File: src/rtl/graph_dfs_preorder_assert.svh
// Assertion macros shared by the graph search RTL.
// GDFS_ASSERT_IMP checks a same-cycle implication.
// GDFS_ASSERT_NXT checks a next-cycle implication.
// Both expect clk and rst_n in scope. ASSERT_OFF compiles them away.
`ifndef GRAPH_DFS_PREORDER_ASSERT_SVH
`define GRAPH_DFS_PREORDER_ASSERT_SVH
`ifndef ASSERT_OFF
`define GDFS_ASSERT_IMP(lbl, ante, cons, msg) \
  lbl: assert property (@(posedge clk) disable iff (!rst_n) (ante) |-> (cons)) \
    else $error(msg);
`define GDFS_ASSERT_NXT(lbl, ante, cons, msg) \
  lbl: assert property (@(posedge clk) disable iff (!rst_n) (ante) |=> (cons)) \
    else $error(msg);
`else
`define GDFS_ASSERT_IMP(lbl, ante, cons, msg)
`define GDFS_ASSERT_NXT(lbl, ante, cons, msg)
`endif
`endif

File: src/rtl/gdfs_pkg.sv
package gdfs_pkg;

  localparam int NODE_W         = 5;
  localparam int NODES_DEF      = 16;
  localparam int MAX_DEGREE_DEF = 16;
  localparam int MAX_RESULTS    = 16;
  localparam int CNT_W          = $clog2(MAX_RESULTS + 1);

  typedef enum logic {
    OP_APPEND   = 1'b0,
    OP_TRAVERSE = 1'b1
  } gdfs_op_t;

  localparam logic ST_OK   = 1'b0;
  localparam logic ST_DROP = 1'b1;

  // controller -> datapath
  typedef struct packed {
    logic accept;      // latch input transaction, read source degree
    logic app_commit;  // finish edge append, emit ack
    logic trav_clear;  // clear visit marks
    logic trav_init;   // mark start, push first frame
    logic err_emit;    // emit bad-start result
    logic fetch;       // read degree and neighbor of top frame
    logic advance;     // step top frame position
    logic push;        // step position, push new node, emit pending
    logic pop;         // drop top frame
    logic fin;         // emit pending node as last
  } gdfs_cmd_t;

  // datapath -> controller
  typedef struct packed {
    gdfs_op_t op;
    logic     src_ok;
    logic     out_free;
    logic     stk_empty;
    logic     cap_hit;
    logic     has_next;
    logic     new_node;
  } gdfs_sts_t;

endpackage

File: src/rtl/gdfs_ctrl.sv
`include "graph_dfs_preorder_assert.svh"

module gdfs_ctrl import gdfs_pkg::*; (
  input  logic      clk,
  input  logic      rst_n,
  input  logic      in_valid,
  output logic      in_ready,
  input  gdfs_sts_t sts,
  output gdfs_cmd_t cmd
);

  typedef enum logic [2:0] {
    S_IDLE,
    S_APP,
    S_TINIT,
    S_FETCH,
    S_EVAL,
    S_FIN
  } state_t;

  state_t state_r, state_nxt;

  assign in_ready = (state_r == S_IDLE);

  always_comb begin
    cmd       = '0;
    state_nxt = state_r;
    unique case (state_r)
      S_IDLE: begin
        if (in_valid) begin
          cmd.accept = 1'b1;
          state_nxt  = S_TINIT;
        end
      end
      S_TINIT: begin
        if (sts.op == OP_APPEND) begin
          state_nxt = S_APP;
        end else begin
          cmd.trav_clear = 1'b1;
          if (sts.src_ok) begin
            cmd.trav_init = 1'b1;
            state_nxt     = S_FETCH;
          end else if (sts.out_free) begin
            cmd.err_emit = 1'b1;
            state_nxt    = S_IDLE;
          end
        end
      end
      S_APP: begin
        if (sts.out_free) begin
          cmd.app_commit = 1'b1;
          state_nxt      = S_IDLE;
        end
      end
      S_FETCH: begin
        if (sts.stk_empty || sts.cap_hit) begin
          state_nxt = S_FIN;
        end else begin
          cmd.fetch = 1'b1;
          state_nxt = S_EVAL;
        end
      end
      S_EVAL: begin
        if (!sts.has_next) begin
          cmd.pop   = 1'b1;
          state_nxt = S_FETCH;
        end else if (!sts.new_node) begin
          cmd.advance = 1'b1;
          state_nxt   = S_FETCH;
        end else if (sts.out_free) begin
          cmd.push  = 1'b1;
          state_nxt = S_FETCH;
        end
      end
      S_FIN: begin
        if (sts.out_free) begin
          cmd.fin   = 1'b1;
          state_nxt = S_IDLE;
        end
      end
      default: state_nxt = S_IDLE;
    endcase
  end

  always_ff @(posedge clk) begin
    if (!rst_n) begin
      state_r <= S_IDLE;
    end else begin
      state_r <= state_nxt;
    end
  end

  `GDFS_ASSERT_IMP(a_emit_needs_room, cmd.push || cmd.fin || cmd.app_commit || cmd.err_emit, sts.out_free, "result emitted while output slot busy")
  `GDFS_ASSERT_NXT(a_accept_leaves_idle, in_valid && in_ready, !in_ready, "still ready after accepting a transaction")
  `GDFS_ASSERT_NXT(a_fetch_then_eval, cmd.fetch, !in_ready && !cmd.fetch, "fetch not followed by evaluation")

endmodule

File: src/rtl/gdfs_dpath.sv
`include "graph_dfs_preorder_assert.svh"

module gdfs_dpath import gdfs_pkg::*; #(
  parameter int NODES      = NODES_DEF,
  parameter int MAX_DEGREE = MAX_DEGREE_DEF
) (
  input  logic              clk,
  input  logic              rst_n,
  input  gdfs_cmd_t         cmd,
  output gdfs_sts_t         sts,
  input  logic              in_opcode,
  input  logic [NODE_W-1:0] in_from_node,
  input  logic [NODE_W-1:0] in_to_node,
  output logic              out_valid,
  input  logic              out_ready,
  output logic [NODE_W-1:0] out_visited_node,
  output logic              out_last,
  output logic              out_status
);

  localparam int NIW   = $clog2(NODES);
  localparam int SDW   = $clog2(NODES + 1);
  localparam int DW    = $clog2(MAX_DEGREE + 1);
  localparam int DEPTH = NODES * MAX_DEGREE;
  localparam int AW    = $clog2(DEPTH);

  function automatic logic [NIW-1:0] node_idx(input logic [NODE_W-1:0] node);
    logic [NODE_W-1:0] m;
    m = node - NODE_W'(1);
    return NIW'(m);
  endfunction

  function automatic logic node_ok(input logic [NODE_W-1:0] node);
    return (node != '0) && (32'(node) <= 32'(NODES));
  endfunction

  // latched input transaction
  logic              op_r;
  logic [NODE_W-1:0] src_r, dst_r;

  // degree table with per-entry valid bits, registered read
  logic [DW-1:0]     deg_mem [NODES];
  logic [NODES-1:0]  deg_vld_r;
  logic [DW-1:0]     deg_q_r;
  logic              deg_qv_r;
  logic [DW-1:0]     deg_eff;

  // neighbor store, registered read
  logic [NODE_W-1:0] store_mem [DEPTH];
  logic [NODE_W-1:0] store_q_r;

  logic [NODES-1:0]  vis_r;
  logic [NODE_W-1:0] stk_node_r [NODES];
  logic [DW-1:0]     stk_pos_r  [NODES];
  logic [SDW-1:0]    depth_r;
  logic [CNT_W-1:0]  count_r;
  logic [NODE_W-1:0] pend_r;

  logic              out_valid_r, out_last_r, out_status_r;
  logic [NODE_W-1:0] out_node_r;

  logic [NIW-1:0]    top_idx, push_idx, src_idx, rd_idx, t_idx;
  logic [NODE_W-1:0] top_node;
  logic [DW-1:0]     top_pos;
  logic              deg_rd, store_rd, app_bad, emit;
  logic [AW-1:0]     store_wr_addr, store_rd_addr;
  logic [NODE_W-1:0] emit_node;
  logic              emit_last, emit_status;

  assign top_idx  = NIW'(depth_r - SDW'(1));
  assign push_idx = NIW'(depth_r);
  assign src_idx  = node_idx(src_r);
  assign t_idx    = node_idx(store_q_r);
  assign top_node = stk_node_r[top_idx];
  assign top_pos  = stk_pos_r[top_idx];
  assign deg_eff  = deg_qv_r ? deg_q_r : '0;

  assign deg_rd   = cmd.accept || cmd.fetch;
  assign rd_idx   = cmd.accept ? node_idx(in_from_node) : node_idx(top_node);
  assign store_rd = cmd.fetch && (top_pos < DW'(MAX_DEGREE));

  assign store_rd_addr = AW'(node_idx(top_node)) * AW'(MAX_DEGREE) + AW'(top_pos);
  assign store_wr_addr = AW'(src_idx) * AW'(MAX_DEGREE) + AW'(deg_eff);

  assign app_bad = !node_ok(src_r) || !node_ok(dst_r) || (deg_eff >= DW'(MAX_DEGREE));

  assign sts.op        = gdfs_op_t'(op_r);
  assign sts.src_ok    = node_ok(src_r);
  assign sts.out_free  = !out_valid_r || out_ready;
  assign sts.stk_empty = (depth_r == '0);
  assign sts.cap_hit   = (count_r == CNT_W'(MAX_RESULTS));
  assign sts.has_next  = (top_pos < deg_eff);
  assign sts.new_node  = node_ok(store_q_r) && !vis_r[t_idx] &&
                         (32'(depth_r) < 32'(NODES));

  assign emit = cmd.app_commit || cmd.err_emit || cmd.push || cmd.fin;

  always_comb begin
    emit_node   = '0;
    emit_last   = 1'b1;
    emit_status = ST_OK;
    if (cmd.app_commit) begin
      emit_status = app_bad ? ST_DROP : ST_OK;
    end else if (cmd.err_emit) begin
      emit_status = ST_DROP;
    end else if (cmd.push) begin
      emit_node = pend_r;
      emit_last = 1'b0;
    end else if (cmd.fin) begin
      emit_node = pend_r;
    end
  end

  // memories
  always_ff @(posedge clk) begin
    if (deg_rd) begin
      deg_q_r  <= deg_mem[rd_idx];
      deg_qv_r <= deg_vld_r[rd_idx];
    end
    if (cmd.app_commit && !app_bad) begin
      deg_mem[src_idx] <= deg_eff + DW'(1);
    end
  end

  always_ff @(posedge clk) begin
    if (store_rd) begin
      store_q_r <= store_mem[store_rd_addr];
    end
    if (cmd.app_commit && !app_bad) begin
      store_mem[store_wr_addr] <= dst_r;
    end
  end

  // control state
  always_ff @(posedge clk) begin
    if (!rst_n) begin
      deg_vld_r   <= '0;
      vis_r       <= '0;
      depth_r     <= '0;
      out_valid_r <= 1'b0;
    end else begin
      if (cmd.app_commit && !app_bad) begin
        deg_vld_r[src_idx] <= 1'b1;
      end
      // clear marks; a good start is marked in the same write
      if (cmd.trav_clear) begin
        vis_r <= cmd.trav_init ? (NODES'(1) << src_idx) : '0;
      end
      if (cmd.trav_init) begin
        depth_r <= SDW'(1);
      end
      if (cmd.push) begin
        vis_r[t_idx] <= 1'b1;
        depth_r      <= depth_r + SDW'(1);
      end
      if (cmd.pop) begin
        depth_r <= depth_r - SDW'(1);
      end
      if (cmd.fin) begin
        depth_r <= '0;
      end
      if (emit) begin
        out_valid_r <= 1'b1;
      end else if (out_ready) begin
        out_valid_r <= 1'b0;
      end
    end
  end

  // payload
  always_ff @(posedge clk) begin
    if (cmd.accept) begin
      op_r  <= in_opcode;
      src_r <= in_from_node;
      dst_r <= in_to_node;
    end
    if (cmd.trav_init) begin
      stk_node_r[0] <= src_r;
      stk_pos_r[0]  <= '0;
      count_r       <= CNT_W'(1);
      pend_r        <= src_r;
    end
    if (cmd.advance || cmd.push) begin
      stk_pos_r[top_idx] <= top_pos + DW'(1);
    end
    if (cmd.push) begin
      stk_node_r[push_idx] <= store_q_r;
      stk_pos_r[push_idx]  <= '0;
      count_r              <= count_r + CNT_W'(1);
      pend_r               <= store_q_r;
    end
    if (emit) begin
      out_node_r   <= emit_node;
      out_last_r   <= emit_last;
      out_status_r <= emit_status;
    end
  end

  assign out_valid        = out_valid_r;
  assign out_visited_node = out_node_r;
  assign out_last         = out_last_r;
  assign out_status       = out_status_r;

  `GDFS_ASSERT_IMP(a_push_room, cmd.push, 32'(depth_r) < 32'(NODES), "push on a full stack")
  `GDFS_ASSERT_IMP(a_fetch_nonempty, cmd.fetch, depth_r != '0, "fetch from an empty stack")
  `GDFS_ASSERT_NXT(a_fin_clears_stack, cmd.fin, depth_r == '0 && out_valid_r, "stack not empty after last result")

endmodule

File: src/rtl/graph_dfs_preorder.sv
// Channel   Direction  Handshake              Payload
// in_       input      in_valid / in_ready    in_opcode, in_from_node, in_to_node
// out_      output     out_valid / out_ready  out_visited_node, out_last, out_status
//
// Append: accept, then decode, then commit and result; degree read at acceptance.
// Traversal: init, then fetch/evaluate per stack step, a closing fetch and a final
//   emit; fetch and evaluate are split by the registered table reads.
// Reset (rst_n low, synchronous) clears degree valid bits, visit marks, stack depth
//   and the output slot; the neighbor store needs no clearing pass.
// out_ready low stalls only emitting states; input is taken while a result waits.

module graph_dfs_preorder import gdfs_pkg::*; #(
  parameter int NODES      = NODES_DEF,
  parameter int MAX_DEGREE = MAX_DEGREE_DEF
) (
  input  logic              clk,
  input  logic              rst_n,
  input  logic              in_valid,
  output logic              in_ready,
  input  logic              in_opcode,
  input  logic [NODE_W-1:0] in_from_node,
  input  logic [NODE_W-1:0] in_to_node,
  output logic              out_valid,
  input  logic              out_ready,
  output logic [NODE_W-1:0] out_visited_node,
  output logic              out_last,
  output logic              out_status
);

  // command and status between sequencer and datapath
  gdfs_cmd_t cmd;
  gdfs_sts_t sts;

  // sequencer: accept, append commit, DFS fetch/evaluate loop, final emit
  gdfs_ctrl u_ctrl (
    .clk      (clk),
    .rst_n    (rst_n),
    .in_valid (in_valid),
    .in_ready (in_ready),
    .sts      (sts),
    .cmd      (cmd)
  );

  // graph storage, visit marks, frame stack, pending result and output slot.
  // Each preorder node is held one step so the last flag can be set on it.
  gdfs_dpath #(
    .NODES      (NODES),
    .MAX_DEGREE (MAX_DEGREE)
  ) u_dpath (
    .clk              (clk),
    .rst_n            (rst_n),
    .cmd              (cmd),
    .sts              (sts),
    .in_opcode        (in_opcode),
    .in_from_node     (in_from_node),
    .in_to_node       (in_to_node),
    .out_valid        (out_valid),
    .out_ready        (out_ready),
    .out_visited_node (out_visited_node),
    .out_last         (out_last),
    .out_status       (out_status)
  );

endmodule

File: config.mk
export PLATFORM = sky130hd
export DESIGN_NAME = graph_dfs_preorder
export DESIGN_NICKNAME = d
export VERILOG_FILES = /design/src/rtl/gdfs_pkg.sv /design/src/rtl/gdfs_ctrl.sv /design/src/rtl/gdfs_dpath.sv /design/src/rtl/graph_dfs_preorder.sv
export VERILOG_INCLUDE_DIRS = /design/src /design/src/rtl
export SDC_FILE = /design/constraint.sdc
export NUM_CORES = 2
export LEC_CHECK = 0
export BUFFER_PORTS_ARGS = -buffer_cell sky130_fd_sc_hd__buf_2
export CAP_MARGIN = 25
export CORE_UTILIZATION = 30
export CTS_CLUSTER_DIAMETER = 200
export DETAILED_ROUTE_END_ITERATION = 8
export RECOVER_POWER = 100
export SLEW_MARGIN = 20
export SYNTH_ARGS = -nofsm -noshare
export SYNTH_HDL_FRONTEND = slang
export SYNTH_SLANG_ARGS = --single-unit
File: constraint.sdc
create_clock -name clk -period 5.5 [get_ports clk]
set_input_delay 1.375 -clock clk [delete_from_list [all_inputs] [get_ports clk]]
set_output_delay 1.375 -clock clk [all_outputs]
set_load 0.01 [all_outputs]
## Word-level counts from Yosys, hierarchy flattened

Memories as Yosys holds them, arrays and structs flattened. A register that Yosys moved wholly into a read port is not among the register bits.
Index checks and enable logic that the tools add are counted.

| word-level totals | value |
|---|---|
| bits in writable memories | 1520 |
| bits of input ports | 15 |
| output and inout port bits | 9 |
| word-level logic and storage cells | 157 |
| flip-flop bits (word level) | 70 |
| memories kept | 4 |

| cells by class | value |
|---|---|
| eq/ne operators | 8 |
| muxes and demuxes | 67 |
| reduce and logical (&&, ||, !) cells | 37 |
| bitwise logic cells | 3 |
| order comparisons | 12 |
| shifts and indexed selects | 1 |
| add/sub/neg operators | 11 |

Memories:

| memory | words | width | read ports | clocked after Yosys merged registers in | write ports | line | RTL |
|---|---|---|---|---|---|---|---|
| u_dpath.store_mem | 256 | 5 | 1 | 1 | 1 | gdfs_dpath.sv:49 | `logic [NODE_W-1:0] store_mem [DEPTH];` |
| u_dpath.deg_mem | 16 | 5 | 1 | 1 | 1 | gdfs_dpath.sv:42 | `logic [DW-1:0] deg_mem [NODES];` |
| u_dpath.stk_node_r | 16 | 5 | 1 | 0 | 1 | gdfs_dpath.sv:53 | `logic [NODE_W-1:0] stk_node_r [NODES];` |
| u_dpath.stk_pos_r | 16 | 5 | 1 | 0 | 2 | gdfs_dpath.sv:54 | `logic [DW-1:0] stk_pos_r [NODES];` |

Operator list:

| kind | number |
|---|---|
| $mux W16 | 4 |
| $mux W5 | 11 |
| $mux W1 | 33 |
| $or A16 B16 Y16 | 2 |
| $mux W3 | 10 |
| $add A5 B1 Y5 const B | 4 |
| $add A8 B5 Y8 | 2 |
| $shl A1 B4 Y16 const A | 1 |
| $sub A4 B1 Y4 const B | 4 |
| $le A5 B5 Y1 const B | 3 |
| $lt A4 B5 Y1 const B | 3 |
| $pmux W3 S5 | 1 |
| $reduce_bool A5 Y1 | 3 |
| $mux W4 | 3 |
| $lt A5 B5 Y1 const B | 2 |
| $reduce_or A5 Y1 | 2 |
| $logic_and A1 B1 Y1 | 9 |
| $logic_or A1 B1 Y1 | 9 |
| $bmux W1 S4 | 2 |
| $demux W1 S4 | 2 |
| $ge A4 B1 Y1 const B | 2 |
| $eq A3 B2 Y1 const B | 2 |
| $eq A3 B3 Y1 const B | 2 |
| $reduce_or A2 Y1 | 3 |
| other kinds (15) | 20 |

## Logic depth before layout (Yosys ltp)

| logic depth | value |
|---|---|
| depth in word-level cells | 14 |
| mapped depth | 25 |
| gate-level depth less buffers | 15 |

## Modules after synthesis

Synthesis repeated with hierarchy kept, for this count alone.

| unflattened totals | value |
|---|---|
| cells, all modules | 4835 |
| area, all modules | 64876.0 sq um |

By module, submodules not included:

| module | sequential area each (sq um) | times used | area an instance (sq um) | cells each |
|---|---|---|---|---|
| gdfs_dpath | 46294.4 | 1 | 64579.4 | 4796 |
| gdfs_ctrl | 60.1 | 1 | 296.5 | 39 |

## Least setup slack after synthesis

Ideal clock, no wire load.

| path | value |
|---|---|
| path type | reg-to-reg |
| from | register u_dpath.dst_r[1] |
| to | memory u_dpath.store_mem[187][0] (enable) |
| data required time | 5.161 ns |
| data arrival time | 5.662 ns |
| cell stages (with the launch flop) | 9 |
| slack | -0.501 ns |
| setup time | 0.339 ns |
| period minus slack after synthesis | 6.001 ns |
| buffers on the path | 1 |
| cell sequence | edfxtp_1 nor4_1 xnor2_1 nand2_1 nor4b_1 nor3b_1 nand2_1 clkbuf_1 nor2_1 |

| between the ends | value |
|---|---|
| word-level cells in the longest chain between the ends | 9 |
| elaborated cells on any way between the ends | 10 |
| those cells by class | order compare (1); mux (2); reduce/logical (7) |

RTL lines:

| item | line | RTL |
|---|---|---|
| from (decl) | gdfs_dpath.sv:39 | `logic [NODE_W-1:0] src_r, dst_r;` |
| from (signal assigned) | gdfs_dpath.sv:175 | `dst_r <= in_to_node;` |
| $le A5 B5 Y1 or $reduce_bool A5 Y1 (tied branches) | gdfs_dpath.sv:34 | `return (node != '0) && (32'(node) <= 32'(NODES));` |
| $logic_and A1 B1 Y1 (*) | gdfs_dpath.sv:34 |  |
| $logic_not A1 Y1 (*) | gdfs_dpath.sv:85 | `assign app_bad = !node_ok(src_r) \|\| !node_ok(dst_r) \|\| (deg_eff >= DW'(MAX_DEGREE));` |
| $logic_or A1 B1 Y1 (*) (2 in a row) | gdfs_dpath.sv:85 |  |
| $logic_not A1 Y1 (*) | gdfs_dpath.sv:129 | `if (cmd.app_commit && !app_bad) begin` |
| $logic_and A1 B1 Y1 (*) | gdfs_dpath.sv:129 |  |
| $mux W1 (*) | gdfs_dpath.sv:129 |  |
| $mux W1 (not written as such) (*) | gdfs_dpath.sv:130 | `store_mem[store_wr_addr] <= dst_r;` |
| to (decl) | gdfs_dpath.sv:49 |  |

Mark *: on every way between the ends. The rest lies on a longest branch, timed or not.

## Worst setup path after layout

| path | value |
|---|---|
| from | register u_dpath.depth_r[0] |
| to | register u_dpath.store_q_r[1] (read register of u_dpath.store_mem), data pin |

| between the ends | value |
|---|---|
| word-level cells in the longest chain between the ends | 5 |
| elaborated cells on any way between the ends | 11 |
| those cells by class | add/sub (3); order compare (1); mux (2); reduce/logical (3); memory (2) |

RTL lines:

| item | line | RTL |
|---|---|---|
| from (decl) | gdfs_dpath.sv:55 | `logic [SDW-1:0] depth_r;` |
| from (signal assigned) | gdfs_dpath.sv:154 | `depth_r <= depth_r + SDW'(1);` |
| from (signal assigned) | gdfs_dpath.sv:157 | `depth_r <= depth_r - SDW'(1);` |
| parallel branches: the longest is 5 deep, another holds $add A8 B5 Y8 | -- |  |
| to (decl) | gdfs_dpath.sv:50 | `logic [NODE_W-1:0] store_q_r;` |

Parallel ways; which one is timed is not known.
A chain may end at the register's enable or synchronous reset.

==> reports/results.tsv <==
stage	metric	value	unit
place	dpl ws	140	ps
sta	Final period util	98.3	%
floorplanning	die area	220000	um2
floorplanning	die height	469	um
sta	worst clock skew	25.6	ps
setup_path	delay-heaviest family, CP	simple AND/OR/NAND/NOR gates	
place	placed cells	7854	
floorplanning	Chip Width	469	um
sta	Max-Slew Margin vs Limit	-182	%
drt	router iterations before antenna repair	6	
logic_synthesis	Post-Syn Area per Cell	12.7	um2
flow_run	reported max-cap violation count	9	
drt	DRT iter0 DRCs	4709	
setup_path	RR Startpoint	u_dpath.depth_r[0]	
grt	largest net degree at the start of global routing	209	
setup_path	WS Path Type	flip-flop to flip-flop	
grt	Overflow after GRT	0	
drt	per-cell routed wire length	21.9	um
setup_path	crit path cell chain	inv_1, ha_2, mux4_2, mux4_2, inv_1, ha_1, or3b_2, a21oi_1, mux2i_1, o311ai_0, xnor3_2, nor2_4, nand3_1, nor4_1, buf_1, nor4_1	
clock_tree	clock slew at reported path FFs	70	ps
floorplanning	row count	171	
outcome	violated checks	capacitance limit, slew limit	
setup_path	CP Data Required Time	6030	ps
worst_hold_path	start point of the worst hold path	u_dpath.deg_vld_r[3]	
finish	fill count	21000	
power	P per Cell Area	359	nW/um2
finish	most frequent cells in the layout	1463 x edfxtp_1, 1260 x nand2_1, 777 x nand3_1, 409 x nor2_1, 190 x mux2i_1	
finish	FF+latch area	46400	um2
clock_tree	CTS buffer count	164	
logic_synthesis	prevailing post-synth register cell	edfxtp_1	
grt	number of global-route vias before repair	40500	
logic_synthesis	Seq/Total Area, Yosys	70.8	%
clock_tree	htree depth	4	
finish	Final Net Count	5213	
finish	layout overhead on the synthesized area	13.5	%
logic_synthesis	Synth top area share	67.1	%
sta	hold_ws	461	ps
floorplanning	Starting Density	30.2	%
setup_path	crit end category	flip-flop	
clock_tree	CTS tree	done	
outcome	outcome	complete, but fails checks	
power	Peak VDD IR	0.261	mV
setup_path	crit path launch type	flip-flop	
finish	most common cell after layout, fill and taps aside	edfxtp_1	
clock_tree	clock root buffer	clkbuf_16	
sta	Max Slew Vio Count	747	
floorplanning	core area	217000	um2
power	P_leak	0.0239	uW
setup_path	critical path data arrival time	5930	ps
sta	measured slew at the worst slew-check pin	4230	ps
finish	final non-filler cell total	8152	
logic_synthesis	asr flop ratio synth	0	%
logic_synthesis	Netlist cell types	73	
logic_synthesis	Net Count, Synth	5197	
grt	initial antenna violation count	3	
logic_synthesis	synthesized cell area	65500	um2
finish	area of the multi-input gates	17900	um2
logic_synthesis	Post-synth EDFFs	1463	
clock_tree	worst-skew pair later-pin latency	800	ps
logic_synthesis	Synthesis Warnings	0	
drt	WL final	179000	um
clock_tree	CTS max path bufs	3	
logic_synthesis	Post-Synthesis Cells	5150	
setup_path	critical path's slowest cell	nor4_1	
sta	Fmax	185	MHz
grt	GRT Total Usage	15.9	%
sta	worst setup margin	92.0	ps
place	Post-DP HPWL	110000	um
finish	post-layout util	34.2	%
sta	RSZ-0062 raised after global routing	false	
finish	share of layout cells above drive strength 1	9.16	%
setup_path	critical-path maximum fanout	15	
worst_hold_path	worst hold path type	flip-flop to flip-flop	
place	routability congestion estimate from global placement	0.903	
clock_tree	hold_buf cts	0	
setup_path	Worst Setup SP	u_dpath.depth_r[0]	
sta	final setup fails	0	
setup_path	Worst Path Buf+Inv	3	
place	Port Buf Inserts	23	
logic_synthesis	top cells by area, synth	edfxtp_1 67%, nand2_1 7.2%, nand3_1 5.9%	
drt	vias per cell	5.10	
drt	antenna viol nets, final	0	
power	Design Power	26700	uW
clock_tree	Clock Sinks	1584	
sta	Hold Fails Final Rpt	0	
grt	first-pass GRT wire length	266000	um
drt	# DRC	0	
floorplanning	IO Count	24	
logic_synthesis	Synth area leader	edfxtp_1	
setup_path	slowest stage delay, CP	690	ps
sta	Tmin final	5410	ps
drt	Vias	41600	
logic_synthesis	synthesized flop and latch total	1584	
per-stage QoR:
step           TNS [ps]  area, um2
2_1_floorplan    -21640      66300
3_3_place_gp          0      70000
3_5_place_dp          0      70000
4_1_cts               0      75200
5_1_grt               0      74300
6_report              0      74300
cell usage after synthesis, types with 7 or more instances:
library cell	number
inv_1	20
o211ai_1	54
and3_1	10
clkbuf_1	219
nand2_1	1264
xnor2_1	17
nor4_2	18
nor2b_1	15
a32oi_1	10
buf_2	48
nand3b_1	7
a211oi_1	7
buf_1	41
nand2b_1	14
buf_4	7
dfxtp_1	121
a21boi_1	18
and2_1	12
a31oi_1	12
nand4_1	52
nor2_1	410
nor4_1	20
ha_1	32
nor3_1	18
a41oi_1	30
mux4_2	70
edfxtp_1	1463
nand3_1	777
mux2i_1	191
o21a_1	17
a21oi_1	18
xor2_1	12
a22oi_1	37
worst paths after layout:
path / end / cells after the start / slack [ps]
max: u_dpath.store_q_r[1] / 16 / 90
min: u_dpath.deg_vld_r[3] / 1 / 460
max reg2reg: u_dpath.store_q_r[1] / 16 / 90
min reg2reg: u_dpath.deg_vld_r[3] / 1 / 460
repair_timing:
action,4_1_cts,5_1_grt
resized for setup,0,1
buffers inserted,0,0
setup endpoints to repair,0,4
per-layer routing:
layer  vias to the layer above  part of all wire, %  global-route usage [%]
met2                      1643                   47                    25.4
met1                     20800                   43                    21.6
met3                       285                  7.7                    2.96
met5                         -               0.0084                       0
met4                         2                  2.9                    5.42
li1                      18800                    -                       -
power by group:
part	leakage (uW)	switching, uW	total, uW	internal [uW]
Sequential	0.0141	33.8	13400	13400
Combinational	0.00722	1820	2480	660
Clock	0.00251	4680	10800	6110
cell families after synthesis:
kind of cell | count (synthesis) | synth area share (%)
flip-flops | 1584 | 70.8
buffers and inverters | 341 | 2.14
multiplexers | 266 | 5.43
adder cells (fa/ha/maj) | 32 | 0.611
XOR/XNOR | 30 | 0.424
AO/OA/AOI/OAI | 227 | 2.57
AND/OR/NAND/NOR | 2670 | 18.1
registers in the layout, summed over array words and instances, names as in the netlist:
name and flops:
u_dpath.store_mem 1280, u_dpath.deg_qv_r 1, u_dpath.deg_vld_r 16, u_dpath.op_r 1, u_dpath.deg_mem 80, u_dpath.stk_pos_r 80
u_dpath.dst_r 5, u_dpath.out_last 1, u_dpath.stk_node_r 64, u_dpath.out_visited_node 5, u_dpath.count_r 5, u_dpath.out_valid 1
u_dpath.depth_r 5, u_dpath.src_r 5, u_ctrl.state_r 3, u_dpath.out_status 1, u_dpath.pend_r 5, u_dpath.deg_q_r 5
u_dpath.store_q_r 5, u_dpath.vis_r 16
cell type report:
class / instances / area share (%)
flip-flops and latches: 1584 / 62.4
multi-input cells: 3225 / 24.1
clock buffers: 211 / 5.83
diodes: 1 / 0.00337
clock inverters: 86 / 1.13
inverters: 23 / 0.136
well taps: 2854 / 4.80
repair buffers: 168 / 1.66
Power figures use the tool's default switching activity.
